===== config.mk =====
export PLATFORM = sky130hd
export DESIGN_NAME = h264_rtp_fua_packetizer_unit
export DESIGN_NICKNAME = d
export VERILOG_FILES = /design/src/hw/rtl/h264fua_pkg.sv /design/src/hw/rtl/h264fua_queue.sv /design/src/hw/rtl/h264_rtp_fua_packetizer_unit.sv
export VERILOG_INCLUDE_DIRS = /design/src /design/src/hw/rtl
export SDC_FILE = /design/constraint.sdc
export NUM_CORES = 1
export LEC_CHECK = 0
export ABC_AREA = 0
export BUFFER_PORTS_ARGS = -buffer_cell sky130_fd_sc_hd__buf_2
export CAP_MARGIN = 5
export CORE_UTILIZATION = 62
export CTS_CLUSTER_DIAMETER = 50
export DETAILED_ROUTE_END_ITERATION = 10
export HOLD_SLACK_MARGIN = 0.1
export PLACE_DENSITY = 0.83
export SLEW_MARGIN = 20
export SYNTH_ARGS = -nofsm -noshare
export SYNTH_HDL_FRONTEND = slang
export SYNTH_HIERARCHICAL = 1
export SYNTH_SLANG_ARGS = --single-unit

===== constraint.sdc =====
create_clock -name i_clk -period 6 [get_ports i_clk]
set_input_delay 0.3 -clock i_clk [delete_from_list [all_inputs] [get_ports i_clk]]
set_output_delay 0.3 -clock i_clk [all_outputs]
set_load 0.02 [all_outputs]

===== src/hw/rtl/h264_rtp_fua_packetizer_unit_assert.svh =====
// Assertion macros shared by the packetizer RTL.
`ifndef H264_RTP_FUA_PACKETIZER_UNIT_ASSERT_SVH
`define H264_RTP_FUA_PACKETIZER_UNIT_ASSERT_SVH

// Same-cycle implication, checked on every rising edge outside reset.
`define H264FUA_ASSERT_SAME(label, clk, rst_n, ante, cons, msg) \
    label: assert property (@(posedge clk) disable iff (!(rst_n)) (ante) |-> (cons)) \
        else $error(msg);

// Next-cycle implication.
`define H264FUA_ASSERT_NEXT(label, clk, rst_n, ante, cons, msg) \
    label: assert property (@(posedge clk) disable iff (!(rst_n)) (ante) |=> (cons)) \
        else $error(msg);

`endif


===== src/hw/rtl/h264fua_pkg.sv =====
// Package: types, constants and register indexes of the FU-A packetizer.
package h264fua_pkg;

    localparam int unsigned MAX_NAL_BYTES_DEF = 1048575;
    localparam int unsigned NAL_SIZE_W        = 20;
    localparam int unsigned PAYLOAD_W         = 11;
    localparam int unsigned TS_STEP_W         = 17;
    localparam int unsigned SEQ_W             = 16;
    localparam int unsigned TS_W              = 32;

    localparam logic [PAYLOAD_W-1:0] PAYLOAD_MIN   = 11'd16;
    localparam logic [PAYLOAD_W-1:0] PAYLOAD_MAX   = 11'd1460;
    localparam logic [PAYLOAD_W-1:0] PAYLOAD_RESET = 11'd1400;
    localparam logic [TS_STEP_W-1:0] TS_STEP_RESET = 17'(90000 / 25);

    localparam logic [7:0] NRI_MASK     = 8'h60;
    localparam logic [7:0] TYPE_MASK    = 8'h1F;
    localparam logic [7:0] FU_A_TYPE    = 8'd28;
    localparam logic [7:0] FU_S_BIT     = 8'h80;
    localparam logic [7:0] FU_E_BIT     = 8'h40;
    localparam logic [4:0] NAL_TYPE_SPS = 5'd7;
    localparam logic [4:0] NAL_TYPE_PPS = 5'd8;

    // configuration register indexes
    localparam logic [1:0] CFG_MAX_PAYLOAD = 2'd0;
    localparam logic [1:0] CFG_TS_STEP     = 2'd1;

    // result slot within one queued item
    localparam logic [1:0] SLOT_FU_IND = 2'd0;
    localparam logic [1:0] SLOT_FU_HDR = 2'd1;
    localparam logic [1:0] SLOT_DATA   = 2'd2;

    localparam int unsigned QUEUE_DEPTH = 4;

    // everything one input byte produces: optional FU indicator/header plus the data byte
    typedef struct packed {
        logic             has_hdr;
        logic [7:0]       fu_ind;
        logic [7:0]       fu_hdr;
        logic [7:0]       data;
        logic             data_start;
        logic             data_end;
        logic [SEQ_W-1:0] seq;
        logic [TS_W-1:0]  ts;
    } t_entry;

endpackage


===== src/hw/rtl/h264fua_queue.sv =====
// Result queue: holds per-byte entries and plays them out as 1 or 3 payload bytes.
module h264fua_queue
    import h264fua_pkg::*;
(
    input  logic        i_clk,
    input  logic        i_rst_n,
    input  logic        i_push,
    input  t_entry      i_entry,
    output logic        o_ready,
    output logic        o_tvalid,
    input  logic        i_tready,
    output logic [55:0] o_tdata,
    output logic [1:0]  o_tuser,
    output logic        o_tlast
);

    localparam int unsigned PTR_W = $clog2(QUEUE_DEPTH);
    localparam int unsigned CNT_W = $clog2(QUEUE_DEPTH + 1);

    t_entry             r_mem [QUEUE_DEPTH];
    logic [PTR_W-1:0]   r_wr_ptr, r_rd_ptr;
    logic [CNT_W-1:0]   r_count;
    logic [1:0]         r_slot;
    t_entry             head;
    logic               on_data;
    logic               xfer, pop;
    logic [7:0]         out_byte;
    logic               out_start, out_end;

    assign head     = r_mem[r_rd_ptr];
    assign o_tvalid = (r_count != '0);
    assign o_ready  = (r_count != CNT_W'(QUEUE_DEPTH));
    assign on_data  = !head.has_hdr || (r_slot == SLOT_DATA);
    assign xfer     = o_tvalid && i_tready;
    assign pop      = xfer && on_data;

    always_comb begin
        out_byte  = head.data;
        out_start = head.data_start;
        out_end   = head.data_end;
        if (!on_data) begin
            out_end = 1'b0;
            case (r_slot)
                SLOT_FU_IND: begin
                    out_byte  = head.fu_ind;
                    out_start = 1'b1;
                end
                SLOT_FU_HDR: begin
                    out_byte  = head.fu_hdr;
                    out_start = 1'b0;
                end
                default: begin
                    out_byte  = head.data;
                    out_start = head.data_start;
                end
            endcase
        end
    end

    assign o_tdata = {head.ts, head.seq, out_byte};
    assign o_tuser = {on_data, out_start};
    assign o_tlast = out_end;

    always_ff @(posedge i_clk) begin
        if (i_push) begin
            r_mem[r_wr_ptr] <= i_entry;
        end
    end

    always_ff @(posedge i_clk) begin
        if (!i_rst_n) begin
            r_wr_ptr <= '0;
            r_rd_ptr <= '0;
            r_count  <= '0;
            r_slot   <= SLOT_FU_IND;
        end else begin
            if (i_push) begin
                r_wr_ptr <= r_wr_ptr + 1'b1;
            end
            if (pop) begin
                r_rd_ptr <= r_rd_ptr + 1'b1;
                r_slot   <= SLOT_FU_IND;
            end else if (xfer) begin
                r_slot <= r_slot + 1'b1;
            end
            case ({i_push, pop})
                2'b10:   r_count <= r_count + 1'b1;
                2'b01:   r_count <= r_count - 1'b1;
                default: r_count <= r_count;
            endcase
        end
    end

`include "h264_rtp_fua_packetizer_unit_assert.svh"

    `H264FUA_ASSERT_SAME(a_no_overflow, i_clk, i_rst_n, i_push, r_count != CNT_W'(QUEUE_DEPTH) || pop, "queue push while full")
    `H264FUA_ASSERT_NEXT(a_item_continues, i_clk, i_rst_n, xfer && !on_data, o_tvalid && !on_data || o_tvalid && on_data, "entry lost mid-item")
    `H264FUA_ASSERT_SAME(a_slot_idle, i_clk, i_rst_n, !o_tvalid, r_slot == SLOT_FU_IND, "slot index not at start while empty")

endmodule


===== src/hw/rtl/h264_rtp_fua_packetizer_unit.sv =====
// Top level: H.264 NAL unit to RTP payload packetizer, single NAL or FU-A fragments.
//
// Feed one NAL byte per transfer on the slave stream, start code removed, with
// tuser high and the unit size in tdata on the header byte. Units up to
// max_payload bytes (clamped to 16..1460) leave as one RTP payload; larger
// units become FU-A fragments of up to max_payload data bytes, each led by a
// FU indicator and a FU header (S on the first, E on the last). The header
// byte of a fragmented unit yields no output. Each output byte carries the
// packet's sequence number and the unit's timestamp; tlast marks the last
// byte of a packet, tuser[0] the first, tuser[1] the last byte produced by
// one input byte. Throughput is one input byte per cycle while the four-entry
// result queue between the per-byte logic and the output port has room; the
// byte that opens a fragment yields three output bytes, and the input stalls
// whenever the queue is full. Config writes (index 0 max_payload, index 1
// timestamp_step) are always accepted and should only be made while the
// block is idle.
module h264_rtp_fua_packetizer_unit
    import h264fua_pkg::*;
#(
    parameter int unsigned P_MAX_NAL_BYTES = MAX_NAL_BYTES_DEF
) (
    input  logic        i_clk,
    input  logic        i_rst_n,
    // slave stream
    input  logic        i_s_axis_tvalid,
    output logic        o_s_axis_tready,
    input  logic [31:0] i_s_axis_tdata,  // [7:0] nal_byte, [27:8] nal_size, [31:28] zero
    input  logic        i_s_axis_tuser,  // [0] first_of_nal
    // master stream
    output logic        o_m_axis_tvalid,
    input  logic        i_m_axis_tready,
    output logic [55:0] o_m_axis_tdata,  // [7:0] out_byte, [23:8] seq_number, [55:24] rtp_timestamp
    output logic [1:0]  o_m_axis_tuser,  // [0] packet_start, [1] last_of_item
    output logic        o_m_axis_tlast,  // packet_end
    // config write
    input  logic        i_cfg_valid,
    output logic        o_cfg_ready,
    input  logic [1:0]  i_cfg_index,
    input  logic [16:0] i_cfg_data
);

    localparam logic [NAL_SIZE_W-1:0] MAX_SIZE = NAL_SIZE_W'(P_MAX_NAL_BYTES);

    // config
    logic [PAYLOAD_W-1:0]  r_max_payload;
    logic [TS_STEP_W-1:0]  r_ts_step;

    // packetizer state
    logic [7:0]            r_nal_hdr,    n_nal_hdr;
    logic                  r_frag,       n_frag;
    logic [NAL_SIZE_W-1:0] r_bytes_left, n_bytes_left;
    logic [PAYLOAD_W-1:0]  r_fill,       n_fill;
    logic                  r_first_frag, n_first_frag;
    logic [SEQ_W-1:0]      r_seq,        n_seq;
    logic [TS_W-1:0]       r_ts,         n_ts;

    logic                  accept;
    logic                  q_ready;
    logic                  push;
    t_entry                entry;

    logic [7:0]            in_byte;
    logic                  in_first;
    logic [NAL_SIZE_W-1:0] in_size, size_sat;
    logic [PAYLOAD_W-1:0]  lim_p, lim_frag;
    logic [4:0]            cur_type;
    logic [TS_W-1:0]       ts_adv;
    logic                  last;
    logic [NAL_SIZE_W-1:0] left_dec;

    assign o_cfg_ready = 1'b1;

    always_ff @(posedge i_clk) begin
        if (!i_rst_n) begin
            r_max_payload <= PAYLOAD_RESET;
            r_ts_step     <= TS_STEP_RESET;
        end else if (i_cfg_valid) begin
            case (i_cfg_index)
                CFG_MAX_PAYLOAD: r_max_payload <= i_cfg_data[PAYLOAD_W-1:0];
                CFG_TS_STEP:     r_ts_step     <= i_cfg_data;
                default:         ;
            endcase
        end
    end

    assign in_byte  = i_s_axis_tdata[7:0];
    assign in_size  = i_s_axis_tdata[27:8];
    assign in_first = i_s_axis_tuser;
    assign accept   = i_s_axis_tvalid && q_ready;
    assign o_s_axis_tready = q_ready;

    // size of zero counts as one, oversize clips
    always_comb begin
        size_sat = in_size;
        if (in_size == '0) begin
            size_sat = NAL_SIZE_W'(1);
        end else if (in_size > MAX_SIZE) begin
            size_sat = MAX_SIZE;
        end
    end

    always_comb begin
        lim_p = r_max_payload;
        if (r_max_payload < PAYLOAD_MIN) begin
            lim_p = PAYLOAD_MIN;
        end else if (r_max_payload > PAYLOAD_MAX) begin
            lim_p = PAYLOAD_MAX;
        end
    end

    // a fragment may not carry both S and E: shorten the first one by a byte
    assign lim_frag = (r_first_frag &&
                       ({1'b0, r_bytes_left} + (NAL_SIZE_W + 1)'(r_fill)
                        == (NAL_SIZE_W + 1)'(lim_p))) ? lim_p - 1'b1 : lim_p;

    assign ts_adv   = r_ts + TS_W'(r_ts_step);
    assign left_dec = r_bytes_left - 1'b1;

    always_comb begin
        n_nal_hdr    = r_nal_hdr;
        n_frag       = r_frag;
        n_bytes_left = r_bytes_left;
        n_fill       = r_fill;
        n_first_frag = r_first_frag;
        n_seq        = r_seq;
        n_ts         = r_ts;
        push         = 1'b0;
        last         = 1'b0;
        cur_type     = r_nal_hdr[4:0];

        entry.has_hdr    = 1'b0;
        entry.fu_ind     = (r_nal_hdr & NRI_MASK) | FU_A_TYPE;
        entry.fu_hdr     = r_nal_hdr & TYPE_MASK;
        entry.data       = in_byte;
        entry.data_start = 1'b0;
        entry.data_end   = 1'b0;
        entry.seq        = r_seq;
        entry.ts         = r_ts;

        if (accept) begin
            if (in_first) begin
                cur_type     = in_byte[4:0];
                n_nal_hdr    = in_byte;
                n_bytes_left = size_sat - 1'b1;
                n_fill       = '0;
                n_first_frag = 1'b1;
                if (size_sat <= NAL_SIZE_W'(lim_p)) begin
                    n_frag           = 1'b0;
                    push             = 1'b1;
                    entry.data_start = 1'b1;
                    entry.data_end   = (size_sat == NAL_SIZE_W'(1));
                    if (size_sat == NAL_SIZE_W'(1)) begin
                        n_seq = r_seq + 1'b1;
                        if (cur_type != NAL_TYPE_SPS && cur_type != NAL_TYPE_PPS) begin
                            n_ts = ts_adv;
                        end
                    end
                end else begin
                    n_frag = 1'b1;
                end
            end else if (r_bytes_left == '0) begin
                // stray byte, no open unit
            end else if (!r_frag) begin
                last           = (r_bytes_left == NAL_SIZE_W'(1));
                push           = 1'b1;
                entry.data_end = last;
                n_bytes_left   = left_dec;
                if (last) begin
                    n_seq = r_seq + 1'b1;
                    if (cur_type != NAL_TYPE_SPS && cur_type != NAL_TYPE_PPS) begin
                        n_ts = ts_adv;
                    end
                end
            end else begin
                push = 1'b1;
                if (r_fill == '0) begin
                    entry.has_hdr = 1'b1;
                    if (r_first_frag) begin
                        entry.fu_hdr = (r_nal_hdr & TYPE_MASK) | FU_S_BIT;
                    end else if (r_bytes_left <= NAL_SIZE_W'(lim_p)) begin
                        entry.fu_hdr = (r_nal_hdr & TYPE_MASK) | FU_E_BIT;
                    end
                end
                last = (r_bytes_left == NAL_SIZE_W'(1)) ||
                       ({1'b0, r_fill} + 1'b1 >= {1'b0, lim_frag});
                entry.data_end = last;
                n_fill         = r_fill + 1'b1;
                n_bytes_left   = left_dec;
                if (last) begin
                    n_fill       = '0;
                    n_first_frag = 1'b0;
                    n_seq        = r_seq + 1'b1;
                    if (left_dec == '0) begin
                        n_ts   = ts_adv;
                        n_frag = 1'b0;
                    end
                end
            end
        end
    end

    always_ff @(posedge i_clk) begin
        if (!i_rst_n) begin
            r_nal_hdr    <= '0;
            r_frag       <= 1'b0;
            r_bytes_left <= '0;
            r_fill       <= '0;
            r_first_frag <= 1'b1;
            r_seq        <= '0;
            r_ts         <= '0;
        end else begin
            r_nal_hdr    <= n_nal_hdr;
            r_frag       <= n_frag;
            r_bytes_left <= n_bytes_left;
            r_fill       <= n_fill;
            r_first_frag <= n_first_frag;
            r_seq        <= n_seq;
            r_ts         <= n_ts;
        end
    end

    h264fua_queue u_queue (
        .i_clk    (i_clk),
        .i_rst_n  (i_rst_n),
        .i_push   (push),
        .i_entry  (entry),
        .o_ready  (q_ready),
        .o_tvalid (o_m_axis_tvalid),
        .i_tready (i_m_axis_tready),
        .o_tdata  (o_m_axis_tdata),
        .o_tuser  (o_m_axis_tuser),
        .o_tlast  (o_m_axis_tlast)
    );

`include "h264_rtp_fua_packetizer_unit_assert.svh"

    `H264FUA_ASSERT_SAME(a_fill_idle, i_clk, i_rst_n, !r_frag, r_fill == '0, "fragment fill set outside fragment mode")
    `H264FUA_ASSERT_SAME(a_frag_open, i_clk, i_rst_n, r_frag, r_bytes_left != '0, "fragment mode with no bytes left")
    `H264FUA_ASSERT_SAME(a_fill_bound, i_clk, i_rst_n, 1'b1, r_fill < PAYLOAD_MAX, "fragment fill beyond payload limit")

endmodule

==> reports/qor.txt <==
gpl congestion = 0.965
1st-iter DRT viols = 1,427
CTS tree = done
Area after DPL = 0.0219 mm2
CP required = 6470 ps
Worst Reg-to-Reg Cells = 20
Root Driver = clkbuf_16
register bit total from synthesis = 427
Place WS = 147 ps
DR pass1 iterations = 6
status = completed
worst-path fanout max = 12
final worst slack = 288 ps
# IOs = 119
Slew Viols, Final = 0
initial antenna violation count = 0
most frequent cells in the layout = 300 x edfxtp_1, 145 x nand2_1, 133 x nor2_1
slowest cell on the critical path = or4_1
clk_skew = 16.1 ps
total track usage = 0.297
Initial Utilization = 0.630
worst r2r dst = r_ts[28]$_SDFFE_PN0P_
clock tree buffer depth = 3
Detail Route Antenna Nets = 0
f_max = 175 MHz
clock sink count = 427
worst r2r src = r_max_payload[6]$_SDFFE_PN1P_
gr ovfl total = 0
EDFF count, synth = 300
slowest stage delay, CP = 620 ps
Seq/Total Area, Yosys = 0.562
cell area after synthesis = 0.0206 mm2
number of port buffers = 113
Die X = 184 um
setup TNS = 0 ps
largest cells by area after synthesis = edfxtp_1 44%, dfxtp_1 12%, mux4_2 7.3%, ha_1 4.6%, a21oi_1 3.1%
# nets final = 2,018
RSZ-0062 raised after global routing = no
Startpoint Class = flop
Final min period = 5710 ps
layout cells sized above 1 = 0.184
post-DR wirelength/cell = 21.3 um
Worst Path Buf+Inv = 1
post-DP HPWL = 32.9 mm
Filler cells = 2,062
period utilisation layout = 0.952
critical path depth in cells = 20
CORE AREA = 0.0326 mm2
first-pass GRT wire length = 77.9 mm
ys flop type = edfxtp_1
R2R Setup Slk = 290 ps
commonest non-fill, non-tap cell in the layout = edfxtp_1
final instance area = 0.0237 mm2
Max Cap Viol = 0
via count = 14,838
Synth top area share = 0.438
ant diodes = 0
Crit Path Category = flop to flop
worst slew pin tran = 1100 ps
vias in the first global route = 14,377
peak supply drop = 0.263 mV
CP top delay family = simple AND/OR/NAND/NOR gates
final WL = 50.2 mm
DRC = 0
Vias/cell = 6.28
setup violators final = 0
max_slew headroom = 0.266
Netlist cell types = 88
crit path cell chain = or4_4 > or4_1 > nand3_2 > xor2_2 > o2111ai_1 > or4_4 > nor4_4 > buf_6 > nand2_2 > mux2_4 > ha_1 > nand2_1 > o21ai_0 > a21oi_1 > o21ai_2 > o311a_1 > nand3_2 > or3_4 > or4_1 > a21oi_1
Crit. End Element = flop
CTS buffer count = 44
Critical path origin = r_max_payload[6]$_SDFFE_PN1P_
Arr. time, crit path = 6180 ps
Synth async-reset ratio = 0
hold crit path type = primary input to flop
Clock transition at path regs = 60 ps
largest area contributor in the netlist = edfxtp_1
H-tree depth = 2
Leak = 8.58 nW
pwr dens = 287 mW/mm2
row cnt = 66
synth-to-layout area growth = 15.1%
CP endpoint = r_ts[28]$_SDFFE_PN0P_
die area = 0.0339 mm2
Syn Area/Cell = 12.1 um2
clk_lat worst skew = 550 ps
total power = 6.79 mW
post-CTS setup buffer count = 0
largest net degree at the start of global routing = 71
Yosys warning total = 6
Final Hold Viols = 0
Syn Inst Count = 1,694
die height = 184 um
==> cell usage after synthesis, types with 18 or more instances <==
library cell,n
a21oi_1,127
and2_1,21
clkbuf_1,56
dfxtp_1,127
edfxtp_1,300
ha_1,75
inv_1,38
mux2i_1,30
mux4_2,67
nand2_1,145
nand2b_1,18
nand3_1,42
nand4_1,22
nor2_1,133
nor3_1,28
o21ai_0,71
or3_1,22
xnor2_1,48
xor2_1,31
==> area by class of cell <==
cell class,instances,area [um2],share of cell area
clock inverter,22,250,0.0106
multi-input combinational,1166,8580,0.363
tap,442,553,0.0234
sequential,427,11600,0.488
inverter,39,146,0.00618
timing repair buffer,205,1370,0.0577
clock buffer,60,1210,0.0512
==> power by group <==
group | switching (mW) | leakage [nW] | internal, mW | total, mW
clock network | 1.14 | 0.708 | 1.57 | 2.71
logic | 0.493 | 3.96 | 0.330 | 0.823
registers | 0.0602 | 3.91 | 3.20 | 3.26
==> through the flow <==
step,cells,hold slack [ps],util
2_1_floorplan,1721,399,-
3_3_place_gp,2253,447,0.672
3_5_place_dp,2253,453,0.672
4_1_cts,2361,201,0.725
5_1_grt,2361,231,0.726
6_report,2361,226,0.726
==> sequential cells by signal, indices dropped and copies added, names as in the netlist, 3 cells and up, named ones only <==
register,count
u_queue/r_count,3
r_nal_hdr,7
r_ts,32
r_bytes_left,20
r_max_payload,11
u_queue/r_mem,300
r_ts_step,17
r_fill,11
r_seq,16
==> worst min-delay path by stage <==
stage / end / slack [ps] / startpoint / cells after the start
floorplan: u_queue/r_mem[0][50]$_DFFE_PP_ / 400 / i_s_axis_tdata[0] / 0
global placement: flop / 450 / u_queue/r_rd_ptr[1]$_SDFFE_PN0P_ / 2
detailed placement: r_ts_step[0]$_SDFFE_PN0P_ / 450 / r_ts_step[0]$_SDFFE_PN0P_ / 2
CTS: r_bytes_left[13]$_SDFFE_PN0P_ / 200 / i_s_axis_tdata[21] / 4
global route: r_bytes_left[18]$_SDFFE_PN0P_ / 230 / i_s_axis_tdata[26] / 5
finish: r_bytes_left[13]$_SDFFE_PN0P_ / 230 / i_s_axis_tdata[21] / 4
==> kinds of logic after synthesis <==
group,synth area share
other,0.000365
muxes,0.0894
xor gates and xnor gates,0.0344
DFF,0.562
and+or+nand+nor,0.133
AOI/OAI and AO/OA,0.104
adders and majority gates,0.0495
buffers and inverters,0.0273
==> layer usage <==
metal,vias to the layer above,wire (um),part of all wire,global-route usage
li1,6778,-,-,-
met1,7298,20200,0.40,0.396
met2,646,25000,0.50,0.507
met3,116,3500,0.070,0.0368
met4,0,1490,0.030,0.100
met5,-,0,0,0
==> worst min-delay path, stage by stage <==
cell      delay (ps)
buf_2            110
xor2_1           100
a21oi_1          140
a211oi_1          60
==> what timing repair did <==
item | CTS | global route
setup endpoints to repair | 0 | 14
resized for setup | 0 | 6
hold buffers | 26 | 0
hold endpoints to repair | 68 | 0
No activity file was read; power rests on OpenSTA's default activity.
